## src/design/mer_pkg.sv

```systemverilog
// shared types, constants and microcode rom of the midpoint ellipse rasterizer
package mer_pkg;

  localparam int RADIUS_BITS_DEF = 10;
  localparam int COORD_BITS_DEF  = 12;
  localparam int PIX_BITS        = 14;
  localparam int OUT_DATA_W      = 32;
  localparam int UPC_W           = 5;

  typedef logic [UPC_W-1:0] upc_t;

  // configuration register indexes
  localparam logic REG_CENTER_X = 1'b0;
  localparam logic REG_CENTER_Y = 1'b1;

  // input item kinds
  localparam logic OP_START = 1'b0;
  localparam logic OP_STEP  = 1'b1;

  // datapath actions, one per control word
  typedef enum logic [4:0] {
    ACT_NOP,
    ACT_WAIT,
    ACT_EMIT,
    ACT_LD_RX2,
    ACT_LD_RY2,
    ACT_START_ACC,
    ACT_START_FIN,
    ACT_X_INC,
    ACT_Y_DEC,
    ACT_D_R1_POS,
    ACT_D_R1_NEG,
    ACT_SET_R2,
    ACT_LD_MTMP,
    ACT_ACC_LD,
    ACT_ACC_ADD4,
    ACT_ACC_SUB4,
    ACT_D_RND,
    ACT_D_R2_POS,
    ACT_D_R2_NEG
  } act_t;

  // multiplier operand sources
  typedef enum logic [2:0] {
    OPD_RX,
    OPD_RY,
    OPD_RX2,
    OPD_RY2,
    OPD_X2P1,
    OPD_YM1,
    OPD_MTMP
  } opnd_t;

  // jump conditions
  typedef enum logic [2:0] {
    COND_NEXT,
    COND_ALWAYS,
    COND_DONE,
    COND_REGION2,
    COND_NOT_LT,
    COND_DEC_NEG,
    COND_DEC_POS
  } cond_t;

  typedef struct packed {
    act_t  act;
    opnd_t asel;
    opnd_t bsel;
    cond_t cond;
    upc_t  target;
  } uword_t;

  // microcode addresses
  localparam upc_t UA_IDLE  = 5'd0;
  localparam upc_t UA_S0    = 5'd1;
  localparam upc_t UA_S1    = 5'd2;
  localparam upc_t UA_S2    = 5'd3;
  localparam upc_t UA_S3    = 5'd4;
  localparam upc_t UA_S4    = 5'd5;
  localparam upc_t UA_T0    = 5'd6;
  localparam upc_t UA_T1    = 5'd7;
  localparam upc_t UA_T2    = 5'd8;
  localparam upc_t UA_R1A   = 5'd9;
  localparam upc_t UA_R1B   = 5'd10;
  localparam upc_t UA_R1C   = 5'd11;
  localparam upc_t UA_R1N   = 5'd12;
  localparam upc_t UA_E0    = 5'd13;
  localparam upc_t UA_E1    = 5'd14;
  localparam upc_t UA_E2    = 5'd15;
  localparam upc_t UA_E3    = 5'd16;
  localparam upc_t UA_E4    = 5'd17;
  localparam upc_t UA_E5    = 5'd18;
  localparam upc_t UA_E6    = 5'd19;
  localparam upc_t UA_Q0    = 5'd20;
  localparam upc_t UA_Q1    = 5'd21;
  localparam upc_t UA_Q2    = 5'd22;
  localparam upc_t UA_Q3    = 5'd23;
  localparam upc_t UA_EMIT  = 5'd24;

  localparam upc_t UA_START = UA_S0;
  localparam upc_t UA_STEP  = UA_T0;

  function automatic uword_t ucode_rom(input upc_t addr);
    uword_t w;
    w = '{act: ACT_NOP, asel: OPD_RX, bsel: OPD_RX, cond: COND_NEXT, target: UA_IDLE};
    case (addr)
      UA_IDLE: w.act = ACT_WAIT;
      // start: squares, step_py and the region one start value
      UA_S0: begin
        w.asel = OPD_RX;
        w.bsel = OPD_RX;
      end
      UA_S1: begin
        w.act  = ACT_LD_RX2;
        w.asel = OPD_RY;
        w.bsel = OPD_RY;
      end
      UA_S2: begin
        w.act  = ACT_LD_RY2;
        w.asel = OPD_RX2;
        w.bsel = OPD_RY;
      end
      UA_S3: w.act = ACT_START_ACC;
      UA_S4: begin
        w.act    = ACT_START_FIN;
        w.cond   = COND_ALWAYS;
        w.target = UA_EMIT;
      end
      // step dispatch
      UA_T0: begin
        w.cond   = COND_DONE;
        w.target = UA_IDLE;
      end
      UA_T1: begin
        w.cond   = COND_REGION2;
        w.target = UA_Q0;
      end
      UA_T2: begin
        w.cond   = COND_NOT_LT;
        w.target = UA_E0;
      end
      // region one
      UA_R1A: begin
        w.act    = ACT_X_INC;
        w.cond   = COND_DEC_NEG;
        w.target = UA_R1N;
      end
      UA_R1B: w.act = ACT_Y_DEC;
      UA_R1C: begin
        w.act    = ACT_D_R1_POS;
        w.cond   = COND_ALWAYS;
        w.target = UA_EMIT;
      end
      UA_R1N: begin
        w.act    = ACT_D_R1_NEG;
        w.cond   = COND_ALWAYS;
        w.target = UA_EMIT;
      end
      // region two start value
      UA_E0: begin
        w.act  = ACT_SET_R2;
        w.asel = OPD_X2P1;
        w.bsel = OPD_X2P1;
      end
      UA_E1: begin
        w.act  = ACT_LD_MTMP;
        w.asel = OPD_YM1;
        w.bsel = OPD_YM1;
      end
      UA_E2: begin
        w.act  = ACT_LD_MTMP;
        w.asel = OPD_RY2;
        w.bsel = OPD_MTMP;
      end
      UA_E3: begin
        w.act  = ACT_ACC_LD;
        w.asel = OPD_RX2;
        w.bsel = OPD_MTMP;
      end
      UA_E4: begin
        w.act  = ACT_ACC_ADD4;
        w.asel = OPD_RX2;
        w.bsel = OPD_RY2;
      end
      UA_E5: w.act = ACT_ACC_SUB4;
      UA_E6: w.act = ACT_D_RND;
      // region two
      UA_Q0: begin
        w.act    = ACT_Y_DEC;
        w.cond   = COND_DEC_POS;
        w.target = UA_Q2;
      end
      UA_Q1: begin
        w.act    = ACT_X_INC;
        w.cond   = COND_ALWAYS;
        w.target = UA_Q3;
      end
      UA_Q2: begin
        w.act    = ACT_D_R2_POS;
        w.cond   = COND_ALWAYS;
        w.target = UA_EMIT;
      end
      UA_Q3: begin
        w.act    = ACT_D_R2_NEG;
        w.cond   = COND_ALWAYS;
        w.target = UA_EMIT;
      end
      UA_EMIT: begin
        w.act    = ACT_EMIT;
        w.target = UA_IDLE;
      end
      default: begin
        w.cond   = COND_ALWAYS;
        w.target = UA_IDLE;
      end
    endcase
    return w;
  endfunction

endpackage

```

## src/design/midpoint_ellipse_rasterizer.sv

```systemverilog
// midpoint ellipse rasterizer: microcoded sequencer, shared multiplier and pixel output register
//
// A start transfer (tuser 0) loads the two semi-axes and produces the four mirrored pixels of
// (0, radius_y); each step transfer (tuser 1) advances one point of the first quadrant and
// produces four pixels in the order (+x,+y) (-x,+y) (+x,-y) (-x,-y), tlast on the fourth and
// tuser on all four when the point is the final one (y reached zero). A step after the final
// point produces nothing. Control is a 25-word microcode rom stepped by a program counter; every
// cycle runs one control word, and all products go through one registered multiplier. The step
// that switches regions runs seven extra words for the region two start value. The pixel issue
// puts one pixel a cycle into the output register while it has room; back pressure stalls it.
// The next item is taken while the last pixel still waits in the output register. Centers are
// written through the apb port at byte addresses 0 (center_x) and 4 (center_y).
module midpoint_ellipse_rasterizer #(
  parameter int RADIUS_BITS = mer_pkg::RADIUS_BITS_DEF,
  parameter int COORD_BITS  = mer_pkg::COORD_BITS_DEF
) (
  input  logic                                     clk,
  input  logic                                     rst,
  // input items
  input  logic                                     s_axis_tvalid,
  output logic                                     s_axis_tready,
  // radius_x, radius_y
  input  logic [((2*RADIUS_BITS+7)/8)*8-1:0]       s_axis_tdata,
  // op
  input  logic [0:0]                               s_axis_tuser,
  // pixel output
  output logic                                     m_axis_tvalid,
  input  logic                                     m_axis_tready,
  // pixel_x, pixel_y
  output logic [mer_pkg::OUT_DATA_W-1:0]           m_axis_tdata,
  // last
  output logic                                     m_axis_tlast,
  // finished
  output logic [0:0]                               m_axis_tuser,
  // configuration
  input  logic                                     psel,
  input  logic                                     penable,
  input  logic                                     pwrite,
  input  logic [2:0]                               paddr,
  input  logic [31:0]                              pwdata,
  output logic [31:0]                              prdata,
  output logic                                     pready
);

  localparam int R       = RADIUS_BITS;
  localparam int X_W     = R + 1;          // x may pass the radius by one in region two
  localparam int SQ_W    = 2 * R;
  localparam int STEP_W  = 3 * R + 3;
  localparam int DEC_W   = 4 * R + 10;
  localparam int MUL_W   = 2 * R + 4;
  localparam int PROD_W  = 2 * MUL_W;
  localparam int SUM_W   = COORD_BITS + R + 2;
  localparam int PIX_W   = mer_pkg::PIX_BITS;
  localparam int PAD_W   = mer_pkg::OUT_DATA_W - 2 * PIX_W;

  localparam logic signed [DEC_W-1:0] TWO_D   = DEC_W'(2);
  localparam logic signed [DEC_W-1:0] THREE_D = DEC_W'(3);

  // sequencer
  mer_pkg::upc_t   upc;
  mer_pkg::upc_t   upc_next;
  mer_pkg::uword_t uw;
  logic [1:0]      pix_idx;
  logic            in_region_two;
  logic            done_flag;

  // configuration
  logic [COORD_BITS-1:0] center_x;
  logic [COORD_BITS-1:0] center_y;

  // datapath
  logic [R-1:0]                rad_x;
  logic [R-1:0]                rad_y;
  logic [X_W-1:0]              cur_x;
  logic [R-1:0]                cur_y;
  logic [SQ_W-1:0]             rx_squared;
  logic [SQ_W-1:0]             ry_squared;
  logic [STEP_W-1:0]           step_px;
  logic [STEP_W-1:0]           step_py;
  logic signed [DEC_W-1:0]     decision;
  logic signed [DEC_W-1:0]     acc;
  logic [MUL_W-1:0]            mtmp;
  logic [PROD_W-1:0]           prod;
  logic [MUL_W-1:0]            mul_a;
  logic [MUL_W-1:0]            mul_b;

  logic                        in_xfer;
  logic                        cfg_wr;
  logic                        slot_free;
  logic                        emit_load;
  logic                        cond_hit;
  logic [R-1:0]                y_minus1;
  logic [STEP_W-1:0]           step_px_inc;
  logic [STEP_W-1:0]           step_py_dec;
  logic signed [DEC_W-1:0]     rx2_d;
  logic signed [DEC_W-1:0]     ry2_d;
  logic signed [DEC_W-1:0]     px_d;
  logic signed [DEC_W-1:0]     py_d;
  logic signed [DEC_W-1:0]     prod_d;
  logic signed [DEC_W-1:0]     acc_rnd;
  logic [SUM_W-1:0]            sum_x;
  logic [SUM_W-1:0]            sum_y;

  assign uw            = mer_pkg::ucode_rom(upc);
  assign s_axis_tready = (uw.act == mer_pkg::ACT_WAIT);
  assign in_xfer       = s_axis_tvalid && s_axis_tready;
  assign slot_free     = !m_axis_tvalid || m_axis_tready;
  assign emit_load     = (uw.act == mer_pkg::ACT_EMIT) && slot_free;

  // apb: always ready, reads return the center registers
  assign pready = 1'b1;
  assign cfg_wr = psel && penable && pwrite && pready;
  assign prdata = (paddr[2] == mer_pkg::REG_CENTER_Y) ? 32'(center_y) : 32'(center_x);

  // widened views for the decision arithmetic
  assign y_minus1    = cur_y - R'(1);
  assign step_px_inc = step_px + STEP_W'({ry_squared, 1'b0});
  assign step_py_dec = step_py - STEP_W'({rx_squared, 1'b0});
  assign rx2_d       = $signed(DEC_W'(rx_squared));
  assign ry2_d       = $signed(DEC_W'(ry_squared));
  assign px_d        = $signed(DEC_W'(step_px));
  assign py_d        = $signed(DEC_W'(step_py));
  assign prod_d      = $signed(DEC_W'(prod));
  // (q + 2) / 4 toward zero; the +2 is already in acc
  assign acc_rnd     = (acc[DEC_W-1] ? acc + THREE_D : acc) >>> 2;

  // jump condition
  always_comb begin
    case (uw.cond)
      mer_pkg::COND_NEXT:    cond_hit = 1'b0;
      mer_pkg::COND_ALWAYS:  cond_hit = 1'b1;
      mer_pkg::COND_DONE:    cond_hit = done_flag;
      mer_pkg::COND_REGION2: cond_hit = in_region_two;
      mer_pkg::COND_NOT_LT:  cond_hit = !(step_px < step_py);
      mer_pkg::COND_DEC_NEG: cond_hit = decision[DEC_W-1];
      mer_pkg::COND_DEC_POS: cond_hit = !decision[DEC_W-1] && (|decision);
      default:               cond_hit = 1'b0;
    endcase
  end

  // program counter
  always_comb begin
    upc_next = upc;
    case (uw.act)
      mer_pkg::ACT_WAIT: begin
        if (in_xfer) begin
          upc_next = (s_axis_tuser[0] == mer_pkg::OP_STEP) ? mer_pkg::UA_STEP
                                                            : mer_pkg::UA_START;
        end
      end
      mer_pkg::ACT_EMIT: begin
        if (emit_load && (pix_idx == 2'd3)) begin
          upc_next = uw.target;
        end
      end
      default: begin
        upc_next = cond_hit ? uw.target : upc + mer_pkg::upc_t'(1);
      end
    endcase
  end

  // multiplier operand selection
  always_comb begin
    case (uw.asel)
      mer_pkg::OPD_RX:   mul_a = MUL_W'(rad_x);
      mer_pkg::OPD_RY:   mul_a = MUL_W'(rad_y);
      mer_pkg::OPD_RX2:  mul_a = MUL_W'(rx_squared);
      mer_pkg::OPD_RY2:  mul_a = MUL_W'(ry_squared);
      mer_pkg::OPD_X2P1: mul_a = MUL_W'({cur_x, 1'b1});
      mer_pkg::OPD_YM1:  mul_a = MUL_W'(y_minus1);
      mer_pkg::OPD_MTMP: mul_a = mtmp;
      default:           mul_a = '0;
    endcase
    case (uw.bsel)
      mer_pkg::OPD_RX:   mul_b = MUL_W'(rad_x);
      mer_pkg::OPD_RY:   mul_b = MUL_W'(rad_y);
      mer_pkg::OPD_RX2:  mul_b = MUL_W'(rx_squared);
      mer_pkg::OPD_RY2:  mul_b = MUL_W'(ry_squared);
      mer_pkg::OPD_X2P1: mul_b = MUL_W'({cur_x, 1'b1});
      mer_pkg::OPD_YM1:  mul_b = MUL_W'(y_minus1);
      mer_pkg::OPD_MTMP: mul_b = mtmp;
      default:           mul_b = '0;
    endcase
  end

  // mirrored pixel for the current issue slot: bit 0 negates x, bit 1 negates y
  always_comb begin
    sum_x = pix_idx[0] ? SUM_W'(center_x) - SUM_W'(cur_x) : SUM_W'(center_x) + SUM_W'(cur_x);
    sum_y = pix_idx[1] ? SUM_W'(center_y) - SUM_W'(cur_y) : SUM_W'(center_y) + SUM_W'(cur_y);
  end

  // control state, configuration and output handshake
  always_ff @(posedge clk) begin
    if (rst) begin
      upc           <= mer_pkg::UA_IDLE;
      pix_idx       <= '0;
      in_region_two <= 1'b0;
      done_flag     <= 1'b1;
      m_axis_tvalid <= 1'b0;
      center_x      <= COORD_BITS'(320);
      center_y      <= COORD_BITS'(240);
    end else begin
      upc <= upc_next;
      if (cfg_wr) begin
        if (paddr[2] == mer_pkg::REG_CENTER_X) begin
          center_x <= pwdata[COORD_BITS-1:0];
        end else begin
          center_y <= pwdata[COORD_BITS-1:0];
        end
      end
      if (uw.act == mer_pkg::ACT_START_FIN) begin
        in_region_two <= 1'b0;
      end
      if (uw.act == mer_pkg::ACT_SET_R2) begin
        in_region_two <= 1'b1;
      end
      if (emit_load) begin
        pix_idx       <= pix_idx + 2'd1;
        done_flag     <= (cur_y == '0);
        m_axis_tvalid <= 1'b1;
      end else if (m_axis_tready) begin
        m_axis_tvalid <= 1'b0;
      end
    end
  end

  // datapath registers
  always_ff @(posedge clk) begin
    prod <= mul_a * mul_b;
    if (in_xfer) begin
      rad_x <= s_axis_tdata[R-1:0];
      rad_y <= s_axis_tdata[2*R-1:R];
    end
    if (emit_load) begin
      m_axis_tdata <= {{PAD_W{1'b0}}, sum_y[PIX_W-1:0], sum_x[PIX_W-1:0]};
      m_axis_tlast <= (pix_idx == 2'd3);
      m_axis_tuser <= (cur_y == '0);
    end
    case (uw.act)
      mer_pkg::ACT_LD_RX2: rx_squared <= prod[SQ_W-1:0];
      mer_pkg::ACT_LD_RY2: ry_squared <= prod[SQ_W-1:0];
      mer_pkg::ACT_START_ACC: begin
        step_py <= STEP_W'(prod) << 1;
        acc     <= (ry2_d <<< 2) + rx2_d + TWO_D - (prod_d <<< 2);
      end
      mer_pkg::ACT_START_FIN: begin
        decision <= acc_rnd;
        cur_x    <= '0;
        cur_y    <= rad_y;
        step_px  <= '0;
      end
      mer_pkg::ACT_X_INC: begin
        cur_x   <= cur_x + X_W'(1);
        step_px <= step_px_inc;
      end
      mer_pkg::ACT_Y_DEC: begin
        cur_y   <= y_minus1;
        step_py <= step_py_dec;
      end
      mer_pkg::ACT_D_R1_POS: decision <= decision + ry2_d + px_d - py_d;
      mer_pkg::ACT_D_R1_NEG: decision <= decision + ry2_d + px_d;
      mer_pkg::ACT_LD_MTMP:  mtmp     <= prod[MUL_W-1:0];
      mer_pkg::ACT_ACC_LD:   acc      <= prod_d;
      mer_pkg::ACT_ACC_ADD4: acc      <= acc + (prod_d <<< 2);
      mer_pkg::ACT_ACC_SUB4: acc      <= acc - (prod_d <<< 2) + TWO_D;
      mer_pkg::ACT_D_RND:    decision <= acc_rnd;
      mer_pkg::ACT_D_R2_POS: decision <= decision + rx2_d - py_d;
      mer_pkg::ACT_D_R2_NEG: decision <= decision + rx2_d - py_d + px_d;
      default: ;
    endcase
  end

endmodule

```

## config.mk

```make
export PLATFORM = sky130hd
export DESIGN_NAME = midpoint_ellipse_rasterizer
export DESIGN_NICKNAME = d
export VERILOG_FILES = /design/src/design/mer_pkg.sv /design/src/design/midpoint_ellipse_rasterizer.sv
export SDC_FILE = /design/constraint.sdc
export NUM_CORES = 2
export LEC_CHECK = 0
export BUFFER_PORTS_ARGS = -buffer_cell sky130_fd_sc_hd__buf_4
export CAP_MARGIN = 10
export CORE_ASPECT_RATIO = 2
export CORE_UTILIZATION = 50
export DETAILED_ROUTE_END_ITERATION = 10
export MAX_ROUTING_LAYER = met4
export PLACE_DENSITY_LB_ADDON = 0.2
export SYNTH_ARGS = -nofsm -noshare
export SYNTH_HDL_FRONTEND = slang
export SYNTH_SLANG_ARGS = --single-unit
```

## constraint.sdc

```tcl
create_clock -name clk -period 14.7 [get_ports clk]
set_input_delay 0.735 -clock clk [delete_from_list [all_inputs] [get_ports clk]]
set_output_delay 0.735 -clock clk [all_outputs]
set_load 0.05 [all_outputs]
```

==> flow_summary.json <==
{
  "startpoint_type": "flip-flop",
  "portBuffers": 84,
  "cts_buffers": 41,
  "globalplace.congestion": 1.05,
  "ys_types": 114,
  "setup_slack_ps": 2330,
  "area_growth_syn_to_layout_pct": 7.13,
  "postSynth.asyncResetShare": 0,
  "report.final.setup_viol": 0,
  "cts_num_sinks": 381,
  "synth_compound_gate_area_share": 0.173,
  "clk_transition_reported_paths_ps": 70,
  "finalCriticalPeriod_ps": 12370,
  "max_slew_margin": 0.0739,
  "worstSkewPairLatency_ps": 650,
  "die-area_um2": 117000,
  "cts_hold_buffers": 0,
  "post-route-drc-count": 0,
  "cts-htree-levels": 2,
  "crit_path_max_fanout": 23,
  "synthCells": 6736,
  "synth-seq-area-share": 0.183,
  "yosys_warnings": 0,
  "fraction_of_the_mapped_netlist_area_in_adder_cells": 0.328,
  "r2r_cells": 32,
  "violation_count_after_the_first_detailed_routing_iteration": 3502,
  "grt_first_pass_wirelength_mm": 315,
  "drv_cap": 0,
  "worst-setup-path-type": "flip-flop to flip-flop",
  "layout.nets": 8097,
  "critical-path-max-stage-delay_ps": 1130,
  "finalHoldViolCount": 0,
  "hold_path.class": "input pin to flip-flop",
  "die_height_um": 484,
  "required_time_reported_for_the_critical_path_endpoint_ps": 15260,
  "pre_cts_ws_ps": 2620,
  "hold_depth": 1,
  "rows": 176,
  "critPathSlowestCell": "sky130_fd_sc_hd__a222oi_1",
  "synth_top_family_by_area": "adder cells",
  "setup_tns_ps": 0,
  "outcome": "completed",
  "antenna_left": 0,
  "design.core.area_um2": 115000,
  "worstSetupEndpointType": "flip-flop",
  "synth_ff_type": "sky130_fd_sc_hd__edfxtp_1",
  "cts.repair.resized": 0,
  "netlist_top_cells_area": "sky130_fd_sc_hd__fa_1 (18%), sky130_fd_sc_hd__edfxtp_1 (15%), sky130_fd_sc_hd__ha_1 (14%), sky130_fd_sc_hd__inv_1 (6.0%), sky130_fd_sc_hd__xnor2_1 (5.1%)",
  "clock-root-buffer": "sky130_fd_sc_hd__clkbuf_16",
  "detailed_place_hpwl_mm": 174,
  "grt_overflow_total": 0,
  "skew_ps": 27.6,
  "finalHoldWorstSlack_ps": 265,
  "cts_max_path_buffers": 3,
  "rsz0062_at_grt": "false",
  "detail_route.wl_per_cell_um": 25.1,
  "timing_max_transition_violations_final": 0,
  "initial_core_util": 0.504,
  "post_synth.cell_area_avg_um2": 8.60,
  "synthDominantCellAreaShare": 0.184,
  "final_period_utilization": 0.842,
  "global_route.usage.total": 0.367,
  "timing_worst_slew_pin_value_ps": 1390,
  "detailroute.via_count": 50900,
  "synth.ff_latch_count": 381,
  "cts.repair_timing.setup_buffer_count": 0,
  "synth_edf_count": 299,
  "via_per_inst": 6.07,
  "crit_arrival_ps": 12940,
  "antenna_found_initial": 1,
  "biggest_area_consumer_among_synthesized_cells": "sky130_fd_sc_hd__fa_1",
  "wirelength_routed_mm": 211,
  "final_layout_size_suffix_gt1_frac": 0.0516,
  "design.portCount": 136,
  "post_synth_instance_area_um2": 58000,
  "worst_path_most_repeated_cell": "sky130_fd_sc_hd__fa_1",
  "synth_area_in_simple_gates": 0.154,
  "synth_mux_area_frac": 0.0103,
  "die_width_um": 243,
  "xor_xnor_cell_area_share_of_the_yosys_netlist": 0.0735,
  "first_pass_iters": 9,
  "cts_tree": "yes",
  "vias_in_the_first_global_route": 53400,
  "grt_max_degree": 79,
  "maximum_clock_frequency_mhz": 80.8
}
[worst max-delay path: cells and delay by family (launching register included)]
family	cells	cell delay, ps
and+or+nand+nor	2	1060
buffers and inverters	5	720
DFF	1	820
AOI/OAI and AO/OA	15	5140
adders and majority gates	9	4390
xor gates and xnor gates	1	120
[routing by layer]
layer  routed length, µm  track usage  vias up
met1               69900        0.350    25100
met4               20500        0.300        0
li1                    -            -    23100
met3               10000       0.0370      843
met5                   0            -        -
met2              110000        0.665     1860
[synthesized netlist by cell type, types with 15 or more instances]
library cell and count:
sky130_fd_sc_hd__nand3_1 114, sky130_fd_sc_hd__xor2_1 146, sky130_fd_sc_hd__inv_1 930, sky130_fd_sc_hd__nand2_1 748, sky130_fd_sc_hd__o21bai_1 90, sky130_fd_sc_hd__nor2_1 485, sky130_fd_sc_hd__xnor2_1 337, sky130_fd_sc_hd__a211o_1 15
sky130_fd_sc_hd__or2_2 19, sky130_fd_sc_hd__o21ai_1 27, sky130_fd_sc_hd__dfxtp_1 82, sky130_fd_sc_hd__nor4_1 30, sky130_fd_sc_hd__o31ai_1 19, sky130_fd_sc_hd__and3_1 68, sky130_fd_sc_hd__a22oi_1 36, sky130_fd_sc_hd__nand2b_1 66
sky130_fd_sc_hd__and2_1 43, sky130_fd_sc_hd__o22ai_1 19, sky130_fd_sc_hd__mux2i_1 36, sky130_fd_sc_hd__nand4_1 70, sky130_fd_sc_hd__clkbuf_1 186, sky130_fd_sc_hd__a221oi_1 30, sky130_fd_sc_hd__o21ai_0 268, sky130_fd_sc_hd__o211ai_1 51
sky130_fd_sc_hd__o221ai_1 18, sky130_fd_sc_hd__a31o_2 15, sky130_fd_sc_hd__mux2_2 20, sky130_fd_sc_hd__a222oi_1 48, sky130_fd_sc_hd__fa_1 532, sky130_fd_sc_hd__nand3b_1 15, sky130_fd_sc_hd__a21oi_1 429, sky130_fd_sc_hd__a21o_1 167
sky130_fd_sc_hd__ha_1 670, sky130_fd_sc_hd__buf_4 29, sky130_fd_sc_hd__a211oi_1 34, sky130_fd_sc_hd__edfxtp_1 299, sky130_fd_sc_hd__nor3_1 114, sky130_fd_sc_hd__or3_1 38, sky130_fd_sc_hd__a31oi_1 43, sky130_fd_sc_hd__nor2b_1 64
sky130_fd_sc_hd__o21a_1 46
[cell families after synthesis]
kind of cell,Yosys count
xor+xnor,484
buf+inv,1169
compound gates,1511
mux,57
flops,381
other cells,2
fa+ha+maj,1202
simple gates,1930
[per-stage QoR]
| stage | instance area (µm²) | instances | util |
|---|---|---|---|
| 3_3_place_gp | 60600 | 8297 | 0.528 |
| 4_1_cts | 62100 | 8373 | 0.540 |
| 2_1_floorplan | 58400 | 6855 | - |
| 5_1_grt | 62100 | 8375 | 0.540 |
| 6_report | 62100 | 8375 | 0.540 |
| 3_5_place_dp | 60600 | 8297 | 0.528 |
[state kept, by name, summed over array words and instances (netlist names), 5 cells and up]
| name | flops |
|---|---|
| cur_x | 11 |
| m_axis_tdata | 28 |
| step_px | 32 |
| rad_x | 10 |
| prod | 48 |
| ry_squared | 20 |
| acc | 50 |
| decision | 50 |
| upc | 5 |
| rad_y | 10 |
| center_x | 12 |
| cur_y | 10 |
| mtmp | 24 |
| step_py | 32 |
| rx_squared | 20 |
| center_y | 12 |
[cells in the final DEF, fill, tap and decap left out, types with 90 or more instances in the layout]
cell type / netlist / final
sky130_fd_sc_hd__o21bai_1: 90 / 90
sky130_fd_sc_hd__inv_1: 930 / 930
sky130_fd_sc_hd__xor2_1: 146 / 146
sky130_fd_sc_hd__buf_4: 29 / 165
sky130_fd_sc_hd__o21ai_0: 268 / 266
sky130_fd_sc_hd__fa_1: 532 / 532
sky130_fd_sc_hd__nand3_1: 114 / 114
sky130_fd_sc_hd__conb_1: 2 / 121
sky130_fd_sc_hd__nor3_1: 114 / 109
sky130_fd_sc_hd__edfxtp_1: 299 / 299
sky130_fd_sc_hd__nor2_1: 485 / 478
sky130_fd_sc_hd__nand2_1: 748 / 747
sky130_fd_sc_hd__a21oi_1: 429 / 426
sky130_fd_sc_hd__a21o_1: 167 / 167
sky130_fd_sc_hd__xnor2_1: 337 / 337
sky130_fd_sc_hd__ha_1: 670 / 670
[cell type report]
type                       count  area, µm²
antenna                        1       2.50
inverter                     933       3500
clock buffer                  50       1160
fill                       11000      52900
timing repair buffer         166       1250
tap                         1513       1890
clock inverter                26        265
sequential                   381      10600
multi-input combinational   5305      43400
[final timing paths]
kind	start	endpoint	slack (ps)
worst max-delay path	upc[4]	prod[40]	2330
worst max register to register	upc[4]	prod[40]	2330
worst min register to register	center_x[0]	center_x[0]	490
worst min-delay path	s_axis_tdata[8]	rad_x[8]	270
Power is left out: the tool's default activity adds up to more than one toggle a clock period on the data nets, which glitch-free logic cannot reach.
